## config.mk

```make
export PLATFORM = sky130hd
export DESIGN_NAME = cvt_queue
export DESIGN_NICKNAME = d
export VERILOG_FILES = /design/src/design/cvt_pkg.sv /design/src/design/cvt_queue.sv
export SDC_FILE = /design/constraint.sdc
export NUM_CORES = 1
export LEC_CHECK = 0
export ABC_AREA = 1
export BUFFER_PORTS_ARGS = -buffer_cell sky130_fd_sc_hd__buf_2
export CAP_MARGIN = 20
export CORE_ASPECT_RATIO = 0.7
export CORE_MARGIN = 2
export CORE_UTILIZATION = 45
export DETAILED_ROUTE_END_ITERATION = 7
export PLACE_DENSITY = 0.67
export SLEW_MARGIN = 5
export SYNTH_ARGS = -nofsm -noshare
export SYNTH_HDL_FRONTEND = slang
export SYNTH_SLANG_ARGS = --single-unit
```

## constraint.sdc

```tcl
create_clock -name clk -period 4.13 [get_ports clk]
set_clock_uncertainty 0.05 [all_clocks]
set_input_delay 0.413 -clock clk [delete_from_list [all_inputs] [get_ports clk]]
set_output_delay 0.413 -clock clk [all_outputs]
set_load 0.01 [all_outputs]
```

## src/design/cvt_pkg.sv

```systemverilog
package cvt_pkg;

  // fixed formats
  localparam int TRIG_FRAC   = 14;
  localparam int TRIG_WIDTH  = 16;
  localparam int ROUND_HALF  = 1 << (TRIG_FRAC - 1);
  localparam int FOCAL_BITS  = 10;
  localparam int ANGLE_REG_BITS = 10;
  localparam int FRAC_BITS   = 8;
  localparam int QUEUE_DEPTH = 4;
  localparam logic [FOCAL_BITS-1:0] FOCAL_RESET = 10'd160;

  // sine evaluation constants (Q31)
  localparam logic [63:0] HALF_PI_Q31 = 64'd3373259426;
  localparam logic [63:0] ONE_Q31     = 64'd2147483648;
  localparam logic [63:0] DIV_TAB [8] = '{64'd6, 64'd20, 64'd42, 64'd72,
                                          64'd110, 64'd156, 64'd210, 64'd272};

  // configuration register indexes
  typedef enum logic [2:0] {
    REG_CAMERA_X,
    REG_CAMERA_Y,
    REG_CAMERA_Z,
    REG_YAW,
    REG_PITCH,
    REG_FOCAL
  } cfg_reg_t;

  // per-word sign and zero flags carried down the divider
  typedef struct packed {
    logic neg_x;
    logic neg_y;
    logic neg_d;
    logic zero;
    logic nz_x;
    logic nz_y;
  } cvt_flags_t;

  // quarter-wave sine entry p, Q1.14, qb = log2 of the quarter length
  function automatic logic [TRIG_FRAC:0] quarter_sine(input int unsigned p,
                                                       input int unsigned qb);
    logic [63:0] t;
    logic [63:0] x2;
    logic [63:0] r;
    logic [63:0] s;
    logic [63:0] term;
    t  = (64'(p) * HALF_PI_Q31 + (64'd1 << (qb - 1))) >> qb;
    x2 = (t * t) >> 31;
    r  = ONE_Q31;
    for (int k = 7; k >= 0; k--) begin
      term = ((x2 * r) >> 31) / DIV_TAB[k];
      r    = (term >= ONE_Q31) ? 64'd0 : ONE_Q31 - term;
    end
    s = (t * r) >> 31;
    s = (s + (64'd1 << 16)) >> 17;
    if (s > 64'd16384) s = 64'd16384;
    return s[TRIG_FRAC:0];
  endfunction

endpackage

```

## src/design/cvt_queue.sv

```systemverilog
module cvt_queue #(
  parameter int W = 75
) (
  input  logic         clk,
  input  logic         rst,
  input  logic         push,
  input  logic [W-1:0] push_data,
  output logic         room,
  input  logic         pop,
  output logic         pop_valid,
  output logic [W-1:0] pop_data
);
  import cvt_pkg::*;

  localparam int PW = $clog2(QUEUE_DEPTH);
  localparam int CNT_W = $clog2(QUEUE_DEPTH + 1);

  logic [W-1:0]     mem [QUEUE_DEPTH];
  logic [PW-1:0]    wr_ptr, rd_ptr;
  logic [CNT_W-1:0] count;
  logic             do_push, do_pop;

  assign room      = count != CNT_W'(QUEUE_DEPTH);
  assign pop_valid = count != '0;
  assign pop_data  = mem[rd_ptr];
  assign do_push   = push && room;
  assign do_pop    = pop && pop_valid;

  // pointers and fill count
  always_ff @(posedge clk) begin
    if (rst) begin
      wr_ptr <= '0;
      rd_ptr <= '0;
      count  <= '0;
    end else begin
      if (do_push) wr_ptr <= wr_ptr + 1'b1;
      if (do_pop)  rd_ptr <= rd_ptr + 1'b1;
      count <= count + CNT_W'(do_push) - CNT_W'(do_pop);
    end
  end

  always_ff @(posedge clk) begin
    if (do_push) mem[wr_ptr] <= push_data;
  end

endmodule

```

==> summary.txt <==
Status = finished clean
Min-Delay Path Class = input port to register
Critical path's slowest cell = inv_2
Register area share after synthesis = 75.3%
# rows = 50
Worst-Margin Slew = 1.06 ns
Post-Synth XOR/XNOR Area = 0%
CTS root buffer = clkbuf_16
Slew Viols, Final = 0
VDD IR max = 0.322 mV
Finish-stage setup viols = 0
Post-DP HPWL = 14000 µm
Initial Util = 45.7%
Unique masters post-synth = 24
DRC violation total after the first TritonRoute iteration = 448
Clk_lat worst skew = 0.54 ns
All-Layer GR Usage = 17.3%
Cells after DPL = 1273
Buffers on Ports = 155
Drt pass-1 iters = 4
Cell Count, Final, Fillers Out = 1330
Cell area after synthesis = 12200 µm²
Synth Warn # = 0
Share of cells above drive strength 1 = 32.1%
CTS Sinks = 309
# IOs = 156
Pin count of the biggest net entering global routing = 136
Vias in the first global route = 6758
Tcrit/Tclk final = 71.4%
Syn-to-layout area delta = 15.8%
First-pass GRT wire length = 38300 µm
Syn Inst Count = 790
Initial antenna violation count = 5
Max Root-Sink Buffers = 3
Fin nets = 1028
Die ar. = 28500 µm²
Post-DR vias/cell = 5.09
Post-route ant nets = 0
Die Y = 142 µm
# H-tree levels = 1
CTS tree = built
Slew margin rel. = 29.4%
Critical path startpoint category = register
Critical path's top delay family = buffers and inverters
Design area = 14100 µm²
WL per Instance = 18.6 µm
GP Congestion = 0.728
Final Hold Fails = 0
Simple-gate share of the synthesized area = 8.17%
Max_cap viols = 0
Area after DPL = 13300 µm²
RSZ-0062 raised after global routing = no
DIE WIDTH = 201 µm
Routed WL = 24800 µm
Worst path bufs/invs = 3
Mux contribution to synthesized area = 0%
Synth Area in Compound Gates = 12.5%
#FFs+latches synth = 309
DRC Markers = 0
Main combinational cell family by area after synthesis = compound AO/OA/AOI/OAI gates
Worst Path Max Fanout = 52
Total clock buffers created by CTS = 29
Area of the multi-input gates = 2650 µm²
Fin crit period = 2.95 ns
WP data arrival = 2.48 ns
Worst hold slack = 0.0393 ns
Worst Path Required = 3.67 ns
Crit path cell chain = inv_2 -> buf_4 -> o21ai_0 -> o22ai_1 -> buf_2
Remaining global-route overflow = 0
Crit. End Element = output pin
Syn Nets = 876
Setup CP Type = register to output pin
Power Dens Cells = 592 nW/µm²
Seq. cell area = 9190 µm²
CORE AREA = 26700 µm²
Routed vias = 6776
Fill count = 2232
Lkg Pwr = 4.81 nW
Clock-pin slew on the worst setup and hold paths = 0.06 ns
Fmax = 0.339 GHz
Avg Inst Size Synth = 15.5 µm²
CP max stage delay = 0.75 ns
Adder-Cell Fraction of Synth Area = 0.779%
==> report_power, final <==
part           internal, mW  total, mW  switching (mW)
Combinational         0.700       2.11            1.41
Clock                  1.28       2.35            1.07
Sequential             3.82       3.90          0.0861
Total                  5.80       8.37            2.57
==> flip-flops by register name (all words and copies together), names as in the netlist, named ones only <==
| register | flops |
|---|---|
| count | 3 |
| mem | 300 |
| rd_ptr | 2 |
| wr_ptr | 2 |
==> cells by family after synthesis <==
family                   count (synthesis)
buffers and inverters                   64
adder cells (fa/ha/maj)                  7
flip-flops                             309
AO/OA/AOI/OAI                          232
AND/OR/NAND/NOR                        178
==> per-layer routing <==
layer / track usage, % / part of all wire, % / up-vias
met4: 3.94 / 1.5 / 4
met5: 0 / 0.11 / -
li1: - / - / 3270
met3: 3.38 / 5.8 / 40
met1: 24.6 / 47 / 3292
met2: 27.9 / 46 / 170
==> layout make-up <==
cell class	count	area share, %
multi-input cells	417	18.7
diodes	4	0.0708
flip-flops and latches	309	65.0
repair buffers	169	6.65
clock buffers	34	5.26
well taps	364	3.22
inverters	16	0.478
clock inverters	17	0.575
==> final timing paths <==
path                                from                      to  slack, ns  cells after the start
setup / recovery                register            pop_data[42]       1.18                      5
hold reg to reg   rd_ptr[0]$_SDFFE_PP0P_  rd_ptr[0]$_SDFFE_PP0P_       0.44                      2
setup reg to reg     count[1]$_SDFF_PP0_    mem[2][61]$_DFFE_PP_       1.65                      5
hold / removal             push_data[24]    mem[2][24]$_DFFE_PP_       0.04                      1
==> metrics by stage <==
| step | util, % | setup slack (ns) | TNS [ns] | total power [mW] |
|---|---|---|---|---|
| final | 53.0 | 1.18 | 0 | 8.37 |
| after detailed placement | 49.7 | 1.61 | 0 | 6.10 |
| after floorplan | - | -0.362 | -108.51 | 5.40 |
| after global placement | 49.7 | 1.72 | 0 | 6.07 |
| after global routing | 52.9 | 1.02 | 0 | 8.78 |
| after CTS | 52.8 | 1.10 | 0 | 8.45 |
==> layout by cell type, fill, tap and decap left out, types with 9 or more instances in the layout <==
cell type / instances
nor2_1: 109
o22ai_1: 35
o21ai_1: 20
o22ai_2: 40
buf_2: 155
inv_1: 14
nand2_1: 12
edfxtp_1: 300
o21ai_0: 126
buf_4: 9
clkbuf_16: 29
nor2_2: 10
nor2_4: 44
==> what timing repair did <==
item                      CTS  global route
hold buffers                1             0
setup buffers               0             0
resized for setup           0             0
hold endpoints to repair    2             0
==> cells in the mapped netlist <==
master	n	area [µm²]
ha_1	6	75.1
edfxtp_1	300	9010
buf_12	5	100
a21oi_1	4	20.0
inv_6	1	8.76
buf_8	1	15.0
buf_2	14	70.1
clkbuf_1	22	82.6
o21ai_2	5	43.8
dfxtp_1	9	180
nor2_4	40	450
a21boi_0	2	15.0
nor2_2	10	62.6
nand2_1	12	45.0
o22ai_1	35	219
nor2_1	113	424
inv_2	1	3.75
o21ai_1	20	100
inv_1	14	52.6
buf_6	6	67.6
o22ai_2	40	500
nand3_1	3	15.0
o21ai_0	126	631
fa_1	1	20.0
Power figures use the tool's default switching activity.
