### src/design/cvt_pkg.sv
package cvt_pkg;

  // fixed formats
  localparam int TRIG_FRAC   = 14;
  localparam int TRIG_WIDTH  = 16;
  localparam int ROUND_HALF  = 1 << (TRIG_FRAC - 1);
  localparam int FOCAL_BITS  = 10;
  localparam int ANGLE_REG_BITS = 10;
  localparam int FRAC_BITS   = 8;
  localparam int QUEUE_DEPTH = 4;
  localparam logic [FOCAL_BITS-1:0] FOCAL_RESET = 10'd160;

  // sine evaluation constants (Q31)
  localparam logic [63:0] HALF_PI_Q31 = 64'd3373259426;
  localparam logic [63:0] ONE_Q31     = 64'd2147483648;
  localparam logic [63:0] DIV_TAB [8] = '{64'd6, 64'd20, 64'd42, 64'd72,
                                          64'd110, 64'd156, 64'd210, 64'd272};

  // configuration register indexes
  typedef enum logic [2:0] {
    REG_CAMERA_X,
    REG_CAMERA_Y,
    REG_CAMERA_Z,
    REG_YAW,
    REG_PITCH,
    REG_FOCAL
  } cfg_reg_t;

  // per-word sign and zero flags carried down the divider
  typedef struct packed {
    logic neg_x;
    logic neg_y;
    logic neg_d;
    logic zero;
    logic nz_x;
    logic nz_y;
  } cvt_flags_t;

  // quarter-wave sine entry p, Q1.14, qb = log2 of the quarter length
  function automatic logic [TRIG_FRAC:0] quarter_sine(input int unsigned p,
                                                       input int unsigned qb);
    logic [63:0] t;
    logic [63:0] x2;
    logic [63:0] r;
    logic [63:0] s;
    logic [63:0] term;
    t  = (64'(p) * HALF_PI_Q31 + (64'd1 << (qb - 1))) >> qb;
    x2 = (t * t) >> 31;
    r  = ONE_Q31;
    for (int k = 7; k >= 0; k--) begin
      term = ((x2 * r) >> 31) / DIV_TAB[k];
      r    = (term >= ONE_Q31) ? 64'd0 : ONE_Q31 - term;
    end
    s = (t * r) >> 31;
    s = (s + (64'd1 << 16)) >> 17;
    if (s > 64'd16384) s = 64'd16384;
    return s[TRIG_FRAC:0];
  endfunction

endpackage

### src/design/cvt_front.sv
module cvt_front #(
  parameter int CW = 24
) (
  input  logic                    clk,
  input  logic                    rst,
  input  logic                    in_valid,
  output logic                    in_ready,
  input  logic signed [CW-1:0]    vertex_x,
  input  logic signed [CW-1:0]    vertex_y,
  input  logic signed [CW-1:0]    vertex_z,
  input  logic signed [CW-1:0]    cam_x,
  input  logic signed [CW-1:0]    cam_y,
  input  logic signed [CW-1:0]    cam_z,
  output logic                    push,
  input  logic                    room,
  output logic [3*(CW+1)-1:0]     push_data
);
  import cvt_pkg::*;

  localparam int DW = CW + 1;

  logic                 f_vld;
  logic signed [DW-1:0] dx, dy, dz;

  assign push      = f_vld && room;
  assign in_ready  = !f_vld || room;
  assign push_data = {dx, dy, dz};

  // translate by the camera and hold until the queue takes the word
  always_ff @(posedge clk) begin
    if (rst) begin
      f_vld <= 1'b0;
    end else if (in_valid && in_ready) begin
      f_vld <= 1'b1;
    end else if (push) begin
      f_vld <= 1'b0;
    end
  end

  always_ff @(posedge clk) begin
    if (in_valid && in_ready) begin
      dx <= DW'(vertex_x) - DW'(cam_x);
      dy <= DW'(vertex_y) - DW'(cam_y);
      dz <= DW'(vertex_z) - DW'(cam_z);
    end
  end

endmodule

### config.mk
export PLATFORM = sky130hd
export DESIGN_NAME = cvt_front
export DESIGN_NICKNAME = d
export VERILOG_FILES = /design/src/design/cvt_pkg.sv /design/src/design/cvt_front.sv
export SDC_FILE = /design/constraint.sdc
export NUM_CORES = 1
export LEC_CHECK = 0
export BUFFER_PORTS_ARGS = -buffer_cell sky130_fd_sc_hd__buf_2
export CAP_MARGIN = 20
export CELL_PAD_IN_SITES_DETAIL_PLACEMENT = 1
export CELL_PAD_IN_SITES_GLOBAL_PLACEMENT = 2
export CORE_MARGIN = 2
export CORE_UTILIZATION = 29
export CTS_CLUSTER_DIAMETER = 30
export DETAILED_ROUTE_END_ITERATION = 10
export PLACE_DENSITY = 0.89
export SKIP_CTS_REPAIR_TIMING = 1
export SYNTH_ARGS = -nofsm -noshare
export SYNTH_HDL_FRONTEND = slang
export SYNTH_SLANG_ARGS = --single-unit
### constraint.sdc
create_clock -name clk -period 2.8 [get_ports clk]
set_input_delay 0.28 -clock clk [delete_from_list [all_inputs] [get_ports clk]]
set_output_delay 0.28 -clock clk [all_outputs]
set_load 0.1 [all_outputs]
==> metrics.yaml, run 1 <==
synthesis:
  yosysUniqueCellTypes: 54
  syn-mean-instance-area_sq_um: 9.508
  synth_top_area_cell: "edfxtp_1"
  async_reset_ff_share_pct: 0
  synth_edf_count: 75
  synth_top_flop_cell: "edfxtp_1"
  syn_nets: 847
  ys_ff_latch: 76
  syn-cell-area_sq_um: 5933
  synth_warnings: 0
  syn-instance-count: 624
  synth_area_leaders: "edfxtp_1 (38%), ha_1 (15%), inv_1 (6.5%)"
  ys_seq_area_share_pct: 38.30
  yosysTopAreaCellShare_pct: 37.96
grt:
  antenna_found_initial: 4
  grt_pass1_wl_um: 28050
  groute.usage.overall_pct: 16.21
  grt_max_degree: 38
  grt_pass1_vias: 5670
  grt-ovfl-total: 0
placed_design:
  place_ws_ns: -0.07533
  dp_hpwl_um: 14600
  io_buffers: 224
  place_congestion: 0.7904
routing:
  vias: 5303
  wl_um: 17510
  first_pass_iters: 4
  wl_per_cell_um: 15.13
  drcViolationCount: 0
  drt-vias-per-instance: 4.583
  drt-initial-drc-count: 166
  drtAntennaViolNets: 0
timing:
  fin_crit_ns: 2.509
  rsz0062_at_grt: "no"
  slew_headroom_pct: 62.44
  worst_pin_slew_ns: 0.5634
  clock_skew_ns: 0.008347
  fin_ws_ns: 0.2905
  fmax_mhz: 398.5
  setup_viol: 0
  timing.hold.ws_ns: 0.09613
  hold_viol_final: 0
  fin_crit_sh_pct: 89.62
  slew_violations: 0
pwr:
  ir_drop_uv: 239.0
  p_leak_uw: 0.003944
  power_density_nw_per_um2: 616.6
  total_power_uw: 4843
die:
  die_w_um: 147.0
  num_rows: 52
  pin_count: 225
  start_util_pct: 29.42
  die_y_um: 147.0
  die_area_sq_um: 21620
  core_area_sq_um: 20170
job:
  maxCapViolations: 0
critical_path:
  cp-start-kind: "input pin"
  critPathRequiredTime_ns: 2.88
  crit_type: "input pin to flop"
  cp.arrival_ns: 2.59
  ff2ff_setup_slack_ns: 1.26
  crit_fanout: 3
  critPathCaptureType: "flop"
finish:
  fin_nets: 1102
  layout.cells.most_common: "buf_2"
  mostFrequentLayoutCells: "buf_2 (224), inv_1 (102), edfxtp_1 (75)"
  post_route_cells_drive_above_1_share_pct: 30.32
  area_growth_pct: 32.39
clock_network:
  cts-root-buf: "clkbuf_16"
  clk_path_buf_depth: 2
  cts_buffers: 9
  htree_num_levels: 3
  cts_sinks: 76
  tritoncts: "yes"
  path_clk_slew_ns: 0.05
  clock_latency_ns: 0.35
worst_hold_path:
  hold_class: "input pin to flop"
run_status:
  outcome: "finished clean"
## layer usage
layer / track usage, % / part of all wire, % / up-vias
met3: 3.075 / 4.6 / 22
met1: 19.11 / 43 / 2441
met4: 7.163 / 2.1 / 2
met2: 28.71 / 50 / 126
li1: - / - / 2712
met5: 0 / 0.080 / -
## power by group
part	switching (uW)	internal [uW]	leakage, uW
clock network	483	677	0.000135
registers	37.6	1460	0.000733
logic	1620	572	0.00307
total	2140	2710	0.00394
## cell usage after synthesis, types with 2 or more instances
cell,instances
nand2b_1,9
fa_1,3
nor3_1,10
o21bai_1,8
ha_1,72
nand2_1,32
nor2_1,43
inv_1,102
and2_1,4
a211oi_1,7
o21ai_0,17
a31oi_1,6
and3_1,5
xnor2_1,37
o211ai_1,3
nand4b_1,3
a21boi_0,3
clkbuf_1,2
a21oi_1,44
o22ai_1,2
o311ai_1,2
a31o_1,2
o21ai_1,13
o31ai_1,5
a21boi_1,4
a21o_1,29
o21a_1,8
nand3_1,17
nor2b_1,13
nand4_1,3
xor2_1,19
edfxtp_1,75
## worst max-delay path, stage by stage
cell and delay, ns:
buf_2 0.09, inv_1 0.04, ha_1 0.25, nor2b_1 0.15, o2111ai_1 0.25, nand3_1 0.19, a311oi_2 0.37, o21ai_1 0.14
a211oi_1 0.33, o31a_1 0.23, o311ai_1 0.12, xor2_1 0.16
## worst paths after layout
path / startpoint / to / depth (start not counted)
max: cam_x[1] / dx[21] / 12
min: rst / f_vld / 2
max reg2reg: f_vld / dy[9] / 3
min reg2reg: f_vld / f_vld / 2
## cell families after synthesis
family / synth area share (%)
AOI/OAI and AO/OA: 18.30
xor gates and xnor gates: 8.267
adders and majority gates: 16.20
buffers and inverters: 6.580
DFF: 38.30
muxes: 0.1687
and+or+nand+nor: 12.19
## stage by stage
| stage | instances | instance area (sq um) | TNS [ns] | utilization, % |
|---|---|---|---|---|
| floorplan | 624 | 5934 | 0 | - |
| global placement | 1138 | 7565 | -0.005062 | 37.51 |
| detailed placement | 1138 | 7565 | -0.4497 | 37.51 |
| CTS | 1154 | 7848 | 0 | 38.91 |
| global route | 1156 | 7853 | 0 | 38.93 |
| finish | 1157 | 7855 | 0 | 38.95 |
## flip-flops by register name, summed over array words and instances (netlist names)
register	count
dy	25
dz	25
f_vld	1
dx	25
## layout make-up
class	count	area, sq um
flip-flops and latches	76	2272
clock inverters	7	57.56
repair buffers	246	1299
multi-input cells	444	3273
well taps	270	337.8
fillers	2458	12310
diodes	3	7.507
inverters	102	382.9
clock buffers	9	225.2
Note: power is estimated with default switching activity, not from simulation.
==> run 2, diff against run 1 <==
Settings changed: CORE_UTILIZATION 29 to 31, PLACE_DENSITY 0.89 to 0.94.
Clock period 2.8 ns to 3.11 ns, I/O delays scaled along.
==> run 2 against run 1 <==
Critical path depth is 1 higher. Register-to-register slack improved by 0.31 ns. Sequential cell count unchanged. Non-clock buffer count decreased by 19. Die area down 6.3%. Setup slack better by 0.10 ns. Sequential share of layout area increased by 0.59 points. Clock power barely moved. Global-route usage is 0.082 points higher. Wire length decreased by 4.0%. Power is 9.0% lower.
==> metrics.yaml, run 2 (synthesis gave the netlist of run 1 again) <==
run_status:
  outcome: "finished clean"
timing:
  rsz0062_at_grt: "no"
  clock_skew_ns: 0.006295  # -0.002052 ns
  timing.hold.ws_ns: 0.1337  # +0.03761 ns
  fin_crit_sh_pct: 87.36
  slew_headroom_pct: 65.07  # +2.6 points
  worst_pin_slew_ns: 0.5276  # -0.03586 ns
  fmax_mhz: 368.1
  hold_viol_final: 0  # unchanged
  setup_viol: 0  # unchanged
  slew_violations: 0  # unchanged
  finalSetupTns_ns: 0  # unchanged
  fin_crit_ns: 2.717
finish:
  mostFrequentLayoutCells: "buf_2 (224), inv_1 (102), edfxtp_1 (75)"
  multi_input_area_sq_um: 3273  # unchanged
  register_area_sq_um: 2272  # unchanged
  fin_nets: 1083  # -1.7%
  fillers: 2295  # -6.6%
  post_route_cells_drive_above_1_share_pct: 29.02  # -1.3 points
  instances_no_fill: 1104  # -4.6%
  utilization_pct: 41.01  # +2.1 points
  top_regs: "dx x25, dy x25, dz x25"
  area_growth_pct: 29.73
  layout.cells.most_common: "buf_2"
  design_area_sq_um: 7697  # -2.0%
clock_network:
  cts-root-buf: "clkbuf_16"
  clock_latency_ns: 0.34  # about the same
  clk_path_buf_depth: 2  # unchanged
  tritoncts: "yes"
  cts_buffers: 9  # unchanged
  cts_sinks: 76  # unchanged
  path_clk_slew_ns: 0.06  # about the same
  htree_num_levels: 3  # unchanged
critical_path:
  crit_fanout: 4  # +1
  cp.depth: 13  # +1
  startpoint: "vertex_z[0]"
  crit_type: "input pin to flop"
  critPathCaptureType: "flop"
  path_cells: "buf_2 -> inv_1 -> ha_1 -> fa_1 -> nor2b_1 -> o21ai_1 -> a21boi_1 -> o21ai_1 -> a211o_1 -> a31oi_1 -> a21oi_1 -> o21bai_1 -> xor2_1"
  rr_startpoint: "f_vld"
  slowest_stage: "fa_1"
  cp-start-kind: "input pin"
  cp.arrival_ns: 2.80  # +0.21 ns
  path_common_cell: "o21ai_1"
  crit_buf_inv: 2  # unchanged
  r2r_cells: 3  # unchanged
  slowest_delay_ns: 0.42  # +0.05 ns
  critPathRequiredTime_ns: 3.20  # +0.32 ns
  crit_family: "compound AO/OA/AOI/OAI gates"
routing:
  first_pass_iters: 4  # unchanged
  wl_um: 16800  # -4.0%
  drcViolationCount: 0  # unchanged
  drt-initial-drc-count: 147  # -11%
  wl_per_cell_um: 15.22  # +0.57%
  drtAntennaViolNets: 0  # unchanged
  vias: 5297  # -0.11%
  drt-vias-per-instance: 4.798  # +4.7%
die:
  pin_count: 225  # unchanged
  start_util_pct: 31.61  # +2.2 points
  die_area_sq_um: 20260  # -6.3%
  die_w_um: 142.3  # -3.2%
  core_area_sq_um: 18770  # -6.9%
  num_rows: 50  # -3.8%
  die_y_um: 142.3  # -3.2%
pwr:
  power_density_nw_per_um2: 572.8  # -7.1%
  p_leak_uw: 0.003870  # -1.9%
  ir_drop_uv: 240.0  # +0.42%
grt:
  grt_max_degree: 45  # +18%
  grt_pass1_wl_um: 26130  # -6.8%
  groute.usage.overall_pct: 16.29  # +0.082 points
  grt_pass1_vias: 5458  # -3.7%
  grt-ovfl-total: 0  # unchanged
  antenna_found_initial: 5  # +1
placed_design:
  io_buffers: 224  # unchanged
  dpl.cell_count: 1083  # -4.8%
  postPlaceCellArea_sq_um: 7377  # -2.5%
  dp_hpwl_um: 13930  # -4.6%
  place_congestion: 0.8793  # +11%
worst_hold_path:
  holdCritStartpoint: "rst"
  hold_class: "input pin to flop"
  whs_path_depth: 2  # unchanged
job:
  maxCapViolations: 0  # unchanged
## run 2: cell types whose count changed in the layout (fill, tap and decap cells not counted), sizes merged
cell      change
clkinv        -1
clkinvlp      -1
diode         +2
buf          -19
bufinv        +1
clkbuf        +1
## run 2: through the flow
step | total power, uW | setup slack [ns]
2_1_floorplan | 2905 | 0.4618
3_3_place_gp | 3279 | 0.1619
3_5_place_dp | 3308 | 0.01734
4_1_cts | 4462 | 0.3957
5_1_grt | 4615 | 0.1361
6_report | 4409 | 0.3931
## run 2: worst paths after layout
check	to	slack [ns]
worst min register to register	f_vld	0.53
worst max register to register	dy[20]	1.57
worst min-delay path	f_vld	0.13
worst max-delay path	dz[20]	0.39
## run 2: worst reg2reg max path, stage by stage (launching register included)
cell	delay [ns]
dfxtp_1	0.31
nand2b_1	0.11
and2_4	0.45
buf_12	0.32
## run 2: power by group
group	switching [uW]	internal, uW
Sequential	33.1	1310
Clock	437	697
Combinational	1440	487
Total	1910	2500
## run 2: layer usage
layer | vias to the layer above | share of wire [%] | global-route usage, %
met3 | 29 | 4.4 | 2.961
li1 | 2684 | - | -
met5 | - | 0 | 0
met1 | 2454 | 44 | 19.95
met4 | 0 | 3.0 | 7.504
met2 | 130 | 49 | 27.87
## run 2: area by class of cell
| type | instances | area share [%] |
|---|---|---|
| multi-input combinational | 444 | 42.52 |
| sequential | 76 | 29.52 |
| clock inverter | 6 | 1.024 |
| timing repair buffer | 227 | 15.02 |
| inverter | 102 | 4.974 |
| antenna | 5 | 0.1625 |
| clock buffer | 10 | 2.975 |
| tap | 234 | 3.804 |
